**src/hpv_pkg.sv**
```systemverilog
package hpv_pkg;

  // Width of each coordinate field on the vertex port
  localparam int COORD_W = 16;
  // Default number of low coordinate bits used (sign-extended)
  localparam int COORD_BITS_DEF = 16;

  localparam int NUM_VERTS = 12;
  localparam int NUM_TETS  = 12;

  localparam int SIX_W = 58;
  localparam int VOL_W = 56;

  typedef struct packed {
    logic signed [COORD_W-1:0] vertex_x;
    logic signed [COORD_W-1:0] vertex_y;
    logic signed [COORD_W-1:0] vertex_z;
  } vertex_t;

  typedef struct packed {
    logic signed [SIX_W-1:0] six_volume;
    logic signed [VOL_W-1:0] prism_volume;
  } result_t;

  // Tag that travels with the registered memory read data
  typedef struct packed {
    logic valid;
    logic half;   // 0: vertices a,b   1: vertices c,d
  } rd_tag_t;

  // Tetrahedra as working-vertex indices (a, b, c, d)
  localparam logic [3:0] TET_TABLE [NUM_TETS][4] = '{
    '{4'd9,  4'd2,  4'd10, 4'd3},
    '{4'd2,  4'd10, 4'd3,  4'd4},
    '{4'd1,  4'd11, 4'd0,  4'd7},
    '{4'd9,  4'd2,  4'd8,  4'd10},
    '{4'd10, 4'd1,  4'd7,  4'd11},
    '{4'd0,  4'd11, 4'd6,  4'd7},
    '{4'd1,  4'd11, 4'd4,  4'd5},
    '{4'd2,  4'd10, 4'd1,  4'd8},
    '{4'd2,  4'd10, 4'd4,  4'd1},
    '{4'd1,  4'd11, 4'd5,  4'd0},
    '{4'd10, 4'd1,  4'd8,  4'd7},
    '{4'd10, 4'd1,  4'd11, 4'd4}
  };

endpackage

```
**src/hpv_div6.sv**
```systemverilog
module hpv_div6 (
  input  logic                              clk,
  input  logic                              rst,
  input  logic                              go,
  input  logic signed [hpv_pkg::SIX_W-1:0]  value,
  output logic                              done,
  output logic signed [hpv_pkg::VOL_W-1:0]  quotient
);
  import hpv_pkg::*;

  localparam int DIV_W    = 64;
  localparam int BITS_CYC = 8;
  localparam int DIV_CYC  = DIV_W / BITS_CYC;
  localparam int CNT_W    = $clog2(DIV_CYC);
  localparam logic [CNT_W-1:0] CNT_LAST = CNT_W'(DIV_CYC - 1);

  logic                    running;
  logic [CNT_W-1:0]        cnt;
  logic                    neg;
  logic [DIV_W-1:0]        dvd;
  logic [DIV_W-1:0]        quo;
  logic [2:0]              rem;
  logic [2:0]              rem_next;
  logic [BITS_CYC-1:0]     qbyte;
  logic [SIX_W-1:0]        mag;
  logic signed [DIV_W-1:0] qs;

  assign mag = value[SIX_W-1] ? SIX_W'(-value) : value;

  // Four radix-4 digits of long division by six per cycle
  always_comb begin
    logic [4:0] v;
    logic [4:0] rv;
    logic [1:0] dig;
    rem_next = rem;
    qbyte    = '0;
    for (int i = 0; i < BITS_CYC / 2; i++) begin
      v = {rem_next, dvd[DIV_W-1-2*i -: 2]};
      priority if (v >= 5'd18) begin
        dig = 2'd3;
        rv  = v - 5'd18;
      end else if (v >= 5'd12) begin
        dig = 2'd2;
        rv  = v - 5'd12;
      end else if (v >= 5'd6) begin
        dig = 2'd1;
        rv  = v - 5'd6;
      end else begin
        dig = 2'd0;
        rv  = v;
      end
      rem_next = rv[2:0];
      qbyte[BITS_CYC-1-2*i -: 2] = dig;
    end
  end

  always_ff @(posedge clk) begin
    if (rst) begin
      running <= 1'b0;
      done    <= 1'b0;
      cnt     <= '0;
    end else begin
      done <= running && (cnt == CNT_LAST);
      if (go) begin
        running <= 1'b1;
        cnt     <= '0;
      end else if (running) begin
        cnt <= cnt + 1'b1;
        if (cnt == CNT_LAST) begin
          running <= 1'b0;
        end
      end
    end
  end

  always_ff @(posedge clk) begin
    if (go) begin
      neg <= value[SIX_W-1];
      dvd <= DIV_W'(mag);
      quo <= '0;
      rem <= '0;
    end else if (running) begin
      dvd <= dvd << BITS_CYC;
      quo <= {quo[DIV_W-BITS_CYC-1:0], qbyte};
      rem <= rem_next;
    end
  end

  // Apply the sign back: truncation toward zero
  assign qs       = neg ? -$signed(quo) : $signed(quo);
  assign quotient = qs[VOL_W-1:0];

`ifndef SYNTHESIS
  a_go_idle: assert property (@(posedge clk) disable iff (rst) go |-> !running)
    else $error("divide started while busy");
  a_done_end: assert property (@(posedge clk) disable iff (rst)
    running && (cnt == CNT_LAST) |=> done)
    else $error("divide finished without done");
`endif

endmodule

```
**config.mk**
```make
export PLATFORM = sky130hd
export DESIGN_NAME = hpv_div6
export DESIGN_NICKNAME = d
export VERILOG_FILES = /design/src/hpv_pkg.sv /design/src/hpv_div6.sv
export SDC_FILE = /design/constraint.sdc
export NUM_CORES = 1
export LEC_CHECK = 0
export BUFFER_PORTS_ARGS = -buffer_cell sky130_fd_sc_hd__buf_2
export CAP_MARGIN = 20
export CORE_AREA = 2 2 157 159
export DETAILED_ROUTE_END_ITERATION = 10
export DIE_AREA = 0 0 159 161
export PLACE_DENSITY = 0.54
export SLEW_MARGIN = 20
export SYNTH_ARGS = -nofsm -noshare
export SYNTH_HDL_FRONTEND = slang
export SYNTH_SLANG_ARGS = --single-unit
```
**constraint.sdc**
```tcl
create_clock -name clk -period 4 [get_ports clk]
set_input_delay 0.2 -clock clk [delete_from_list [all_inputs] [get_ports clk]]
set_output_delay 0.2 -clock clk [all_outputs]
set_load 0.005 [all_outputs]
```
Word level (Yosys, flattened, before mapping)

Index checks and enable logic that the tools add are counted.
W data, S select, Z words.

Add/subtract/negate cells: 15
Order comparisons: 12
Eq/ne operators: 1
Mux-type cells: 31
Reduce and logical (&&, ||, !) cells: 3

Operators by type and width:

| cell                  | number |
|---|---|
| $mux W58              | 3 |
| $neg A58 Y58          | 1 |
| $mux W56              | 1 |
| $neg A56 Y56          | 1 |
| $mux W3               | 12 |
| $sub A3 B3 Y3 const B | 8 |
| $ge A5 B3 Y1 const B  | 4 |
| $ge A5 B4 Y1 const B  | 4 |
| $ge A5 B5 Y1 const B  | 4 |
| $mux W2               | 8 |
| $sub A3 B2 Y3 const B | 4 |
| $mux W1               | 7 |
| $add A3 B1 Y3 const B | 1 |
| $eq A3 B3 Y1 const B  | 1 |
| $reduce_bool A2 Y1    | 1 |
| $reduce_or A2 Y1      | 1 |
| $logic_and A1 B1 Y1   | 1 |

Bits in registers: 129
Input port bits: 61

Longest topological paths before layout

Gate-level depths: netlist of the first run.

Word-level depth: 16
Gate-level depth with buffers: 16
Depth with buffers taken out: 14

Worst setup path after synthesis of the first run

Ideal clock, no wire load.

Kind: input to register
Start point: input port value[24] in the netlist's numbering
End point: register dvd[55], data pin
Data arrival time: 3457 ps
Required time: 3740 ps
Path slack: 282 ps
Stages on the path: 11
Buffers on the path: 0
Cells stage by stage: or3_4 > or4_4 > nor3_2 > nand2_1 > or4_4 > or4_4 > or2_4 > or4_4 > o41ai_4 > xnor2_1 > mux2_4

Longest elaborated chain between the ends: 3

Ends and longest elaborated chain:

| what                 | line           | source |
|---|---|---|
| start, declared      | hpv_div6.sv:5  | `input logic signed [hpv_pkg::SIX_W-1:0] value,` |
| $neg A58 Y58         | hpv_div6.sv:28 | `assign mag = value[SIX_W-1] ? SIX_W'(-value) : value;` |
| $mux W58             | hpv_div6.sv:28 |  |
| $mux W58             | hpv_div6.sv:77 | `if (go) begin` |
| end signal, assigned | hpv_div6.sv:79 | `dvd <= DIV_W'(mag);` |
| end signal, assigned | hpv_div6.sv:83 | `dvd <= dvd << BITS_CYC;` |
| end, declared        | hpv_div6.sv:20 | `logic [DIV_W-1:0] dvd;` |

No other way between the ends.
A chain may end at the register's enable or synchronous reset.

Worst setup path after layout of the first run

Start point: register quo[8]
End point: output port quotient[49] in the netlist's numbering

Longest elaborated chain between the ends: 2

Ends and longest elaborated chain:

| what                   | line           | source |
|---|---|---|
| start, declared        | hpv_div6.sv:21 | `logic [DIV_W-1:0] quo;` |
| start signal, assigned | hpv_div6.sv:84 | `quo <= {quo[DIV_W-BITS_CYC-1:0], qbyte};` |
| $neg A56 Y56           | hpv_div6.sv:90 | `assign qs = neg ? -$signed(quo) : $signed(quo);` |
| $mux W56               | hpv_div6.sv:90 |  |
| end, declared          | hpv_div6.sv:7  | `output logic signed [hpv_pkg::VOL_W-1:0] quotient` |

No other way between the ends.

==> metrics.txt, run 1 <==
Pre-Repair DR Iteration Count=4; synthesized flop and latch total=129; Yosys warnings=0; Max-cap violations=0; CTS H-Tree Depth=4; CTS clk-pin slew, worst paths=0.06 ns; share of post-route cells with drive strength above 1=0.2283; I/O pins=118; Seq/Total Area, Yosys=0.3961; Worst-Skew Late Latency=0.42 ns; Static Leak=3.836 nW; Worst Slack Setup Final=0.1439 ns; Worst Hold Class=in2reg; Post-Syn Area=8010 um2; CP Max Fanout=6; Iter 0 DRT Violations=323; hold path depth=2; GPL Wtd Cong=0.8190; HPWL after DPL=14270 um; largest net degree at the start of global routing=62; most frequent cells in the layout=nor2_1, buf_2, xnor2_1; Final Setup Violations=0; Hold Crit Endpoint=dvd[0]; die width=159 um; GR Overflow Total=0; Hold Fails Final Rpt=0; syn nets=950; Total Die Area=25600 um2; Worst Path Buf+Inv=2; Hold Startpoint=value[0]; clk buf depth=2; CP peak stage delay=0.54 ns; Via density=5.012; status=finished, final reports clean; Post-synth EDFFs=59; area growth from synthesis to layout=21.23%; Starting Density=0.3343; via count=6651; critical path class=reg2out; CP max stage cell=or4_4; Syn Inst Count=873; Crit path depth=10; Final min period=3.856 ns; Rel. slew slack=0.5096; Tot GR Track Use=0.1542; Final Net Count=1067; Worst setup EP type=output pin; fill cell total of the finished layout=2468; final cycle utilization of the critical path=0.9640; syn_area_per_cell=9.175 um2; reg2reg path depth=14; Worst EP required=3.80 ns; CP top delay family=simple AND/OR/NAND/NOR gates; DP Area=9017 um2; total power=4.904 mW; CTS root buf=clkbuf_16; Max Clock Skew=0.01192 ns; Final Slew Violations=0; TNS Setup=0 ns; antenna-violating nets left=0; fin area=9711 um2; vias in the first global route=6331; drt wl/cell=14.73 um; Rows=57; RSZ-0062 raised after global routing=yes; Clock Sinks=129; # port buffers=117; R2R Path End=rem[2]; CP startpoint=quo[8]; Core ar.=23960 um2; Primary FF master, synth=dfxtp_1; ys async rst share=0; drc violations=0; final WL=19550 um; r2r startpoint=rem[0]; die height=161 um; Setup WS pre-CTS=0.01671 ns; Most common cell on crit path=or4_4; initial antenna violation count=0; final core occ=0.4052; startpoint types=flip-flop; achievable frequency=0.2593 GHz; r2r setup slk=0.24 ns; Ant. Diodes=0; most common cell after layout, fill and taps aside=nor2_1; library cells used by synthesis=68; Num CTS Buffers=17; PwrDens=505.0 nW/um2; Worst EP arrival=3.66 ns; crit-path cells=or4_4 -> or3_1 -> or2_2 -> or3_4 -> or4_4 -> inv_2 -> nand3_4 -> o31ai_2 -> xnor2_1 -> buf_2; first-pass GRT wire length=32230 um; Max IR drop VDD=0.2701 mV; Least-Margin Pin Slew=0.7357 ns; TritonCTS clock tree=done
[synthesized netlist by cell type, types with 25 or more instances]
cell type | number | area [um2]
nor2_1 | 124 | 465.5
o21ai_0 | 46 | 230.2
dfxtp_1 | 70 | 1401
clkbuf_1 | 34 | 127.6
edfxtp_1 | 59 | 1772
o31ai_1 | 29 | 217.7
a21oi_1 | 49 | 245.2
mux2i_1 | 65 | 650.6
xor2_1 | 38 | 332.8
nand2_1 | 52 | 195.2
xnor2_1 | 73 | 639.4
inv_1 | 25 | 93.84
[area by class of cell]
class / instances / area [um2] / share of cell area
clock inverters: 15 / 148.9 / 0.01533
clock buffers: 17 / 425.4 / 0.04381
repair buffers: 144 / 793.3 / 0.08169
inverters: 25 / 93.84 / 0.009664
multi-input cells: 673 / 4666 / 0.4805
well taps: 324 / 405.4 / 0.04175
flip-flops and latches: 129 / 3178 / 0.3273
[where the power goes]
group	internal [mW]	switching (mW)	leakage [nW]
logic	0.836	0.958	2.39
clock network	0.872	0.637	0.283
registers	1.51	0.0899	1.16
[stage by stage]
step                      cells  hold WS [ns]
after floorplan             873        0.2711
after global placement     1293        0.4266
after detailed placement   1293        0.4360
after CTS                  1326        0.1025
after global routing       1327        0.1280
final                      1327        0.1242
[worst max-delay path by stage]
stage and end:
2_1_floorplan dvd[55], 3_3_place_gp dvd[55], 3_5_place_dp dvd[55], 4_1_cts quotient[55], 5_1_grt quotient[46], 6_report quotient[49]
[sequential cells by signal (all words and copies together) (netlist names)]
name,cells
dvd,64
neg,1
running,1
cnt,3
done,1
quo,56
rem,3
[worst register-to-register path, stage by stage (launching register included)]
cell and delay, ns:
dfxtp_1 0.41, inv_1 0.13, ha_1 0.20, nand2b_1 0.08, nor3b_1 0.07, or3_4 0.41
a21bo_2 0.24, and4_1 0.21, or4_1 0.58, a2111oi_4 0.37, o21ai_0 0.15, o31a_1 0.22
mux2i_1 0.16, a22o_1 0.19, a32o_1 0.25
[metal layers]
layer | global-route usage | up-vias | wire (um)
met5 | 0 | - | 0
met4 | 0.04421 | 0 | 222
met3 | 0.03056 | 18 | 677
met2 | 0.2524 | 129 | 9189
met1 | 0.2078 | 3120 | 9462
li1 | - | 3384 | -
[cell families after synthesis]
group	Yosys count	synth area share
AND/OR/NAND/NOR	296	0.1834
XOR/XNOR	111	0.1214
multiplexers	80	0.1028
adder cells (fa/ha/maj)	16	0.02499
flip-flops	129	0.3961
buffers and inverters	71	0.03390
AO/OA/AOI/OAI	170	0.1375
[what timing repair did]
item                       CTS  global route
pin swaps                    0             2
resized for setup            5            18
hold buffers                 1             0
hold endpoints to repair     2             0
setup endpoints to repair    4            14
buffers inserted             0             1
Note: power is estimated with default switching activity, not from simulation.
==> run 2: changes to the inputs <==
--- a/config.mk
+++ b/config.mk
@@ -5,12 +5,14 @@
 export SDC_FILE = /design/constraint.sdc
 export NUM_CORES = 1
 export LEC_CHECK = 0
+export ABC_AREA = 1
 export BUFFER_PORTS_ARGS = -buffer_cell sky130_fd_sc_hd__buf_2
 export CAP_MARGIN = 20
-export CORE_AREA = 2 2 157 159
+export CORE_AREA = 2 2 159 161
 export DETAILED_ROUTE_END_ITERATION = 10
-export DIE_AREA = 0 0 159 161
-export PLACE_DENSITY = 0.54
+export DIE_AREA = 0 0 161 163
+export PLACE_DENSITY = 0.53
+export RECOVER_POWER = 50
 export SLEW_MARGIN = 20
 export SYNTH_ARGS = -nofsm -noshare
 export SYNTH_HDL_FRONTEND = slang
==> run 2 against run 1 <==
  * The run now ends with max-capacitance violations, max-slew violations left
  * Critical path type is now reg2reg
  * Count of clock-buffer cells in the layout did not move
  * Highest routed layer unchanged
  * Clock skew fell by 0.0017 ns
  * Via count increased by 15%
  * Total power increased by 14%
  * Die area up 2.5%
  * Hold slack worse by 0.0020 ns
  * Wire length rose by 19%
==> metrics.txt, run 2 <==
Iter 0 DRT Violations=428 (+33%); TritonCTS clock tree=done; Rows=58 (+1.8%); Syn Inst Count=1089 (+25%); Static Leak=4.274 nW (+11%); most frequent cells in the layout=nand2_1, inv_1, nor2_1; drc violations=0 (unchanged); final cycle utilization of the critical path=0.8546 (-0.1094); final WL=23200 um (+19%); Resized cells post-CTS=0 (-5); Clock Sinks=129 (unchanged); Logic pwr share=0.447 (+0.081); Setup WS pre-CTS=1.123 ns (+1.106 ns); die width=161 um (+1.3%); achievable frequency=0.2925 GHz (+13%); clock share of power=0.270 (-0.038); Least-Margin Pin Slew=2.105 ns (+1.370 ns); Final min period=3.419 ns (-0.4376 ns); Final Net Count=1278 (+20%); largest net degree at the start of global routing=48 (-23%); Yosys warnings=0 (unchanged); # port buffers=117 (unchanged); via count=7625 (+15%); Post-synth top cells=nand2_1, inv_1, nor2_1; Regs by FF count=dvd (64), quo (56); Starting Density=0.3327 (-0.001616); count leader, synth=nand2_1; vias in the first global route=7315 (+16%); clk buf depth=2 (unchanged); first-pass GRT wire length=37810 um (+17%); Hold WS=0.1222 ns (-0.002030 ns); area growth from synthesis to layout=17.87%; GR Util met2=0.3098 (+0.05742); Post-Syn Area=8208 um2 (+2.5%); CTS root buf=clkbuf_16; Tot GR Track Use=0.1807 (+0.02652); Biggest register=dvd; layer with the highest usage=met2; Ant. Diodes=0 (unchanged); Post-CTS Hold Buffers=1 (unchanged); crit-path cells=nor2_1 -> clkinvlp_2 -> buf_2 -> o22ai_1; CP peak stage delay=1.63 ns (+1.09 ns); antenna-violating nets left=0 (unchanged); Sw Ratio=0.4090 (+0.06527); die height=163 um (+1.2%); Max IR drop VDD=0.2612 mV (-3.3%); max reg flops=64 (unchanged); share of post-route cells with drive strength above 1=0.1680 (-0.06028); Reg power frac=0.283 (-0.043); CTS H-Tree Depth=4 (unchanged); synthesized flop and latch total=129 (unchanged); Max-cap violations=3 (+3); HPWL after DPL=17650 um (+24%); Area contributors post-synth=edfxtp_1, dfxtp_1, nand2_1; status=finished with violations; Worst EP arrival=3.74 ns (+0.08 ns); I/O pins=118 (unchanged); Int Pwr=3.307 mW (+2.8%); sw power=2.289 mW (+36%); CTS clk-pin slew, worst paths=0.06 ns (about the same); violations in the final reports=max-capacitance violations, max-slew violations; syn nets=1166 (+23%); CP Max Fanout=47 (+41); most common cell after layout, fill and taps aside=nand2_1; Primary FF master, synth=dfxtp_1; Seq/Total Area, Yosys=0.3866 (-0.009541); Post-synth EDFFs=59 (unchanged); post-synth top area share=0.2159 (-0.005327); Pre-Repair DR Iteration Count=5 (+1); GPL Wtd Cong=0.8713 (+6.4%); Hold Fails Final Rpt=0 (unchanged); M3 GR Usage=0.03259 (+0.002035); Synth area leader=edfxtp_1; startpoint types=flip-flop; Worst-Skew Late Latency=0.42 ns (about the same); ys async rst share=0 (unchanged); PwrDens=578.4 nW/um2 (+15%); Worst Hold Class=in2reg; Final Setup Violations=0 (unchanged); critical path class=reg2reg; Num CTS Buffers=17 (unchanged); Worst Slack Setup Final=0.5815 ns (+0.4376 ns); drt wl/cell=15.03 um (+2.0%); GR Overflow Total=0 (unchanged); Final Slew Violations=120 (+120); Via density=4.938 (-1.5%); library cells used by synthesis=44 (-35%); CP max stage cell=clkinvlp_2; Rel. slew slack=-0.4113 (-0.9209); Core ar.=24670 um2 (+3.0%); Total Die Area=26240 um2 (+2.5%); TNS Setup=0 ns (unchanged); M1 GR Usage=0.2365 (+0.02864); syn_area_per_cell=7.537 um2 (-18%); initial antenna violation count=0 (unchanged); Max Clock Skew=0.01024 ns (-0.001676 ns); RSZ-0062 raised after global routing=no; Worst setup EP type=flip-flop; Post CTS Setup Buffer Count=0 (unchanged); Worst EP required=4.32 ns (+0.52 ns)
-- run 2: power by group through the flow --
| stage | combinational [mW] | clock [mW] | sequential (mW) |
|---|---|---|---|
| finish | 2.50 | 1.51 | 1.58 |
| global route | 2.86 | 1.60 | 1.60 |
| CTS | 2.54 | 1.54 | 1.58 |
| detailed placement | 2.53 | 0 | 1.61 |
| global placement | 2.52 | 0 | 1.61 |
| floorplan | 1.65 | 0 | 1.59 |
-- run 2: through the flow --
stage	total power, mW	utilization	instance area [um2]	instances
floorplan	3.246	-	8208	1089
global placement	4.128	0.3706	9145	1511
detailed placement	4.140	0.3706	9145	1511
CTS	5.663	0.3939	9719	1544
global route	6.054	0.3921	9674	1544
finish	5.595	0.3921	9674	1544
-- run 2: path summary, 6_finish.rpt --
kind         startpoint      end  slack, ns  cells past startpoint
min reg2reg     dvd[54]  dvd[62]       0.45                      2
max reg2reg     running   quo[8]       0.58                      4
min            value[0]   dvd[0]       0.12                      3
max             running   quo[8]       0.58                      4
-- run 2: worst max-delay path: cells and delay by family (launching register included) --
kind | cells | cell delay, ns
buf+inv | 2 | 2.51
flops | 1 | 0.35
compound gates | 1 | 0.25
simple gates | 1 | 0.17
-- run 2: cell families after synthesis --
group                    after synthesis  synth area share
AND/OR/NAND/NOR                      478            0.2694
AO/OA/AOI/OAI                        192            0.1348
buffers and inverters                180           0.08460
flip-flops                           129            0.3866
XOR/XNOR                              94            0.1003
adder cells (fa/ha/maj)               16           0.02439
-- run 2: cell type report --
class                      instances  area [um2]
tap                              330       412.9
clock inverter                    15       138.9
clock buffer                      17       425.4
sequential                       129        3173
inverter                         142       534.3
timing repair buffer             131       663.1
multi-input combinational        780        4327
fill                            2617       15000
-- run 2: layer usage --
layer	vias to the layer above	part of all wire
li1	3874	-
met1	3581	0.47
met2	157	0.48
met3	13	0.035
met4	0	0.0087
met5	-	0
